<file path="src/rtl/shbt_pkg.sv">
`timescale 1ns / 1ps
// ----------------------------------------------------------------------------
// shbt_pkg
// Shared constants and controller/datapath interface types for the string
// hash bucket table.
// ----------------------------------------------------------------------------
package shbt_pkg;

    // Field widths
    localparam int KEY_W         = 8;
    localparam int HASH_W        = 32;
    localparam int STORE_VALUE_W = 32;
    localparam int OUT_VALUE_W   = 32;

    // hash * 31 is computed as (hash << 5) - hash
    localparam int HASH_MULT_SHIFT = 5;

    // Parameter defaults
    localparam int BUCKETS_DEF     = 4096;
    localparam int VALUE_WIDTH_DEF = 32;

    // Request codes
    localparam logic REQ_STORE    = 1'b0;
    localparam logic REQ_RETRIEVE = 1'b1;

    // Controller to datapath
    typedef struct packed {
        logic clr_step;   // write an empty entry at the sweep address, advance
        logic accept;     // input transaction taken this cycle
        logic red_step;   // one step of the bucket remainder
        logic ram_wr;     // write the store entry
        logic ram_rd;     // read the bucket for a retrieve
        logic out_load;   // load the result register
    } t_dp_cmd;

    // Datapath to controller
    typedef struct packed {
        logic clr_last;      // sweep address is the final bucket
        logic red_needed;    // bucket count is not a power of two
        logic red_last;      // remainder unit on its final step
        logic is_store;      // pending key access is a store
    } t_dp_status;

endpackage

</file>
<file path="src/rtl/shbt_ctrl.sv">
`timescale 1ns / 1ps
// ----------------------------------------------------------------------------
// shbt_ctrl
// Sequencer for the bucket table: clearing pass, byte intake, index
// reduction, table access and result handoff.
// ----------------------------------------------------------------------------
module shbt_ctrl (
    input  logic                 i_clk,
    input  logic                 i_rst_n,
    input  logic                 i_in_valid,
    input  logic                 i_last_byte,
    input  logic                 i_out_stall,
    input  shbt_pkg::t_dp_status i_status,
    output shbt_pkg::t_dp_cmd    o_cmd,
    output logic                 o_in_stall,
    output logic                 o_out_valid
);

    import shbt_pkg::*;

    typedef enum logic [4:0] {
        ST_CLEAR   = 5'b00001,
        ST_IDLE    = 5'b00010,
        ST_REDUCE  = 5'b00100,
        ST_ACCESS  = 5'b01000,
        ST_RESPOND = 5'b10000
    } t_state;

    t_state  r_state;
    t_state  n_state;
    logic    r_out_valid;
    logic    n_out_valid;
    logic    w_in_take;
    logic    w_out_free;

    assign o_in_stall = (r_state != ST_IDLE);
    assign w_in_take  = i_in_valid && !o_in_stall;
    assign w_out_free = !r_out_valid || !i_out_stall;

    // Next state and commands
    always_comb begin
        n_state = r_state;
        o_cmd   = '0;
        case (r_state)
            ST_CLEAR: begin
                o_cmd.clr_step = 1'b1;
                if (i_status.clr_last) begin
                    n_state = ST_IDLE;
                end
            end
            ST_IDLE: begin
                o_cmd.accept = w_in_take;
                if (w_in_take && i_last_byte) begin
                    n_state = i_status.red_needed ? ST_REDUCE : ST_ACCESS;
                end
            end
            ST_REDUCE: begin
                o_cmd.red_step = 1'b1;
                if (i_status.red_last) begin
                    n_state = ST_ACCESS;
                end
            end
            ST_ACCESS: begin
                if (i_status.is_store) begin
                    o_cmd.ram_wr = 1'b1;
                    n_state      = ST_IDLE;
                end else begin
                    o_cmd.ram_rd = 1'b1;
                    n_state      = ST_RESPOND;
                end
            end
            ST_RESPOND: begin
                if (w_out_free) begin
                    o_cmd.out_load = 1'b1;
                    n_state        = ST_IDLE;
                end
            end
            default: begin
                n_state = ST_CLEAR;
            end
        endcase
    end

    // Result valid: set on load, drop when the transaction is taken
    always_comb begin
        n_out_valid = r_out_valid;
        if (o_cmd.out_load) begin
            n_out_valid = 1'b1;
        end else if (r_out_valid && !i_out_stall) begin
            n_out_valid = 1'b0;
        end
    end

    always_ff @(posedge i_clk) begin
        if (!i_rst_n) begin
            r_state     <= ST_CLEAR;
            r_out_valid <= 1'b0;
        end else begin
            r_state     <= n_state;
            r_out_valid <= n_out_valid;
        end
    end

    assign o_out_valid = r_out_valid;

endmodule

</file>
<file path="config.mk">
export PLATFORM = sky130hd
export DESIGN_NAME = shbt_ctrl
export DESIGN_NICKNAME = d
export VERILOG_FILES = /design/src/rtl/shbt_pkg.sv /design/src/rtl/shbt_ctrl.sv
export SDC_FILE = /design/constraint.sdc
export NUM_CORES = 1
export LEC_CHECK = 0
export BUFFER_PORTS_ARGS = -buffer_cell sky130_fd_sc_hd__buf_2
export CORE_AREA = 2 2 39 41
export CTS_CLUSTER_SIZE = 8
export DETAILED_ROUTE_END_ITERATION = 7
export DIE_AREA = 0 0 41 43
export HOLD_SLACK_MARGIN = 0.08
export PLACE_DENSITY = 0.64
export SETUP_SLACK_MARGIN = 0.4
export SLEW_MARGIN = 20
export SYNTH_ARGS = -nofsm -noshare
export SYNTH_HDL_FRONTEND = slang
export SYNTH_SLANG_ARGS = --single-unit
export TNS_END_PERCENT = 100
</file>
<file path="constraint.sdc">
create_clock -name i_clk -period 1.6 [get_ports i_clk]
set_input_delay 0.24 -clock i_clk [delete_from_list [all_inputs] [get_ports i_clk]]
set_output_delay 0.24 -clock i_clk [all_outputs]
set_load 0.005 [all_outputs]
</file>
==> reports/summary.json <==
{
  "run_status": "finished, final reports clean",
  "vias_in_the_first_global_route": 411,
  "timing.final.setup_violations": 0,
  "seq_power_share": 0.290,
  "final-hold-violation-count": 0,
  "use_met2": 0.209,
  "synth_area_leaders": "sky130_fd_sc_hd__dfxtp_1 28%, sky130_fd_sc_hd__nand4b_4 5.6%, sky130_fd_sc_hd__nand3_1 4.7%, sky130_fd_sc_hd__o221a_4 4.7%, sky130_fd_sc_hd__nor2_1 4.4%",
  "placement.io_buffers": 16,
  "post-route-cell-area_um2": 691,
  "final_min_period_over_clock_period": 0.889,
  "grt_max_degree": 9,
  "power.net_switching_mw": 0.300,
  "postSynthNetCount": 61,
  "grt_usage": 0.152,
  "place_ws_ps": 271,
  "synth_cells": 52,
  "clkSlewWorstSetupHoldPaths_ps": 50,
  "floorplan.initialDensity": 0.309,
  "grt_first_pass_wirelength_mm": 1.78,
  "fmaxAchievable_mhz": 703,
  "timing.final.max_slew_violations": 0,
  "worst_hold_slack_ps": 223,
  "portion_of_the_post_synthesis_area_used_by_sequential_elements": 0.281,
  "worst_setup_path_end_kind": "output pin",
  "relative_slew_slack": 0.851,
  "power.switching_fraction": 0.371,
  "number_of_clock_buffers_inserted_by_tritoncts": 3,
  "std_cell_rows": 14,
  "synth.largest_area_cell": "sky130_fd_sc_hd__dfxtp_1",
  "yosys_most_used_dff": "sky130_fd_sc_hd__dfxtp_1",
  "remaining_drc_errors": 0,
  "layout_commonest_cell": "sky130_fd_sc_hd__buf_2",
  "tritoncts": "built",
  "placed_cells": 82,
  "timing_worst_slew_pin_value_ps": 222,
  "via_count": 470,
  "synth.avg_cell_area_um2": 8.23,
  "criticalPathCategory": "flip-flop to output pin",
  "placedInstanceArea_um2": 513,
  "wl_per_cell_um": 12.2,
  "synth.cell_area_um2": 428,
  "worstSetupStartpointType": "flip-flop",
  "initial_antenna_violation_count": 0,
  "grtUsageMet3": 0.0314,
  "p_int_mw": 0.507,
  "die_w_um": 41,
  "number_of_iterations_in_the_first_detailed_routing_pass": 4,
  "globalplace.congestion": 0.770,
  "power-per-cell-area_nw_per_um2": 1170,
  "final-instance-count-excl-fill": 95,
  "drt_iter0_drc": 15,
  "antennaDiodeCount": 0,
  "clkSinkCount": 6,
  "ctsRootBufferMaster": "sky130_fd_sc_hd__clkbuf_4",
  "viasPerCell": 4.95,
  "height_of_the_die_um": 43,
  "ys_ff_latch": 6,
  "grt_busiest_layer": "met2",
  "drt_wirelength_mm": 1.16,
  "most-common-layout-cells": "14 x sky130_fd_sc_hd__buf_2, 6 x sky130_fd_sc_hd__buf_6, 6 x sky130_fd_sc_hd__buf_4, 5 x sky130_fd_sc_hd__dfxtp_4",
  "register_area_um2": 139,
  "cts_hold_buf": 0,
  "synth_warn": 0,
  "total_negative_slack_for_setup_checks_ps": 0,
  "placeableCoreArea_um2": 1380,
  "timing.hold.worst.class": "input port to flip-flop",
  "finalCoreUtilization": 0.499,
  "ys_async_sr_fraction": 0,
  "skew_ps": 5.23,
  "critPathMaxFanout": 6,
  "leakage_nw": 0.320,
  "drtAntennaViolNets": 0,
  "drv_cap": 0,
  "dp.final_hpwl_um": 767,
  "clk-insertion-delay-late_ps": 250,
  "htree_levels": 1,
  "netlist.area_leader.share": 0.281,
  "floorplan.io_pins": 17,
  "yosysUniqueCellTypes": 29,
  "cp_data_arrival_time_ps": 1180,
  "die-area_um2": 1760,
  "grt_util_met1": 0.203,
  "design.final.nets": 90,
  "fin_total_pwr_mw": 0.807,
  "areaGrowthSynthToFinish_pct": 61.4,
  "share_clk_of_total_power": 0.183,
  "cts_buffer_depth": 2,
  "globalRouteOverflowTotal": 0,
  "layout-drive-gt1-share": 0.671,
  "setup_repair_after_global_routing_missed_its_margin": "yes",
  "number_of_filler_instances_in_the_final_layout": 133,
  "setup_slack_ps": 177,
  "worst-endpoint-required_ps": 1360,
  "power_frac_comb": 0.526,
  "period_needed_ps": 1420,
  "multi_input_comb_area_um2": 312,
  "synth_enable_flop_cells": 0,
  "max-vdd-ir-drop_mv": 0.437
}
state kept, by name (all words and copies together), names as in the netlist:
signal       flops
r_state          5
o_out_valid      1
critical path: stages (launching register included):
cell and delay (ps):
sky130_fd_sc_hd__dfxtp_4 360, sky130_fd_sc_hd__nor2_4 180, sky130_fd_sc_hd__nand3_2 110, sky130_fd_sc_hd__inv_2 70
sky130_fd_sc_hd__and2_4 130, sky130_fd_sc_hd__buf_6 80
final timing paths:
check	to	cells after the start	slack [ps]	from
worst max-delay path	o_cmd[4]	5	180	r_state[3]
worst min-delay path	r_state[0]	2	220	i_status[3]
worst max register to register	r_state[3]	6	310	r_state[0]
worst min register to register	r_state[1]	2	540	r_state[1]
repair_timing:
action | CTS | global route
setup buffers | 6 | 4
resized for setup | 13 | 15
pin swaps | 7 | 6
setup endpoints to repair | 10 | 10
gates cloned | 0 | 0
metal layers:
metal | routed length [um] | part of all wire
met5 | 0 | 0
met4 | 21 | 0.018
met3 | 77 | 0.066
met2 | 553 | 0.48
met1 | 509 | 0.44
Yosys cell counts (2+ instances only):
| master | number |
|---|---|
| sky130_fd_sc_hd__a21oi_1 | 2 |
| sky130_fd_sc_hd__o21ai_0 | 3 |
| sky130_fd_sc_hd__buf_4 | 2 |
| sky130_fd_sc_hd__dfxtp_1 | 6 |
| sky130_fd_sc_hd__and3_1 | 2 |
| sky130_fd_sc_hd__nor2_1 | 5 |
| sky130_fd_sc_hd__nand2_1 | 4 |
| sky130_fd_sc_hd__nand3_1 | 4 |
| sky130_fd_sc_hd__inv_1 | 3 |
| sky130_fd_sc_hd__o211ai_1 | 2 |
power groups by stage:
stage	combinational [mW]	clock, mW	sequential, mW
6_report	0.425	0.148	0.234
5_1_grt	0.469	0.163	0.240
4_1_cts	0.364	0.150	0.235
3_5_place_dp	0.266	0	0.230
3_3_place_gp	0.263	0	0.226
2_1_floorplan	0.234	0	0.198
cell families (layout without fill, tap and decap cells):
logic type | count (synthesis) | count (layout) | share of synthesized area
xor+xnor | 1 | 1 | 0.0205
compound gates | 13 | 13 | 0.219
mux | 1 | 1 | 0.0234
simple gates | 25 | 25 | 0.386
flops | 6 | 6 | 0.281
buf+inv | 6 | 33 | 0.0702
area by class of cell:
class,instances,share of cell area
inverters,4,0.0217
multi-input cells,40,0.451
repair buffers,26,0.264
clock buffers,3,0.0326
well taps,16,0.0290
flip-flops and latches,6,0.201
Power figures use the tool's default switching activity.
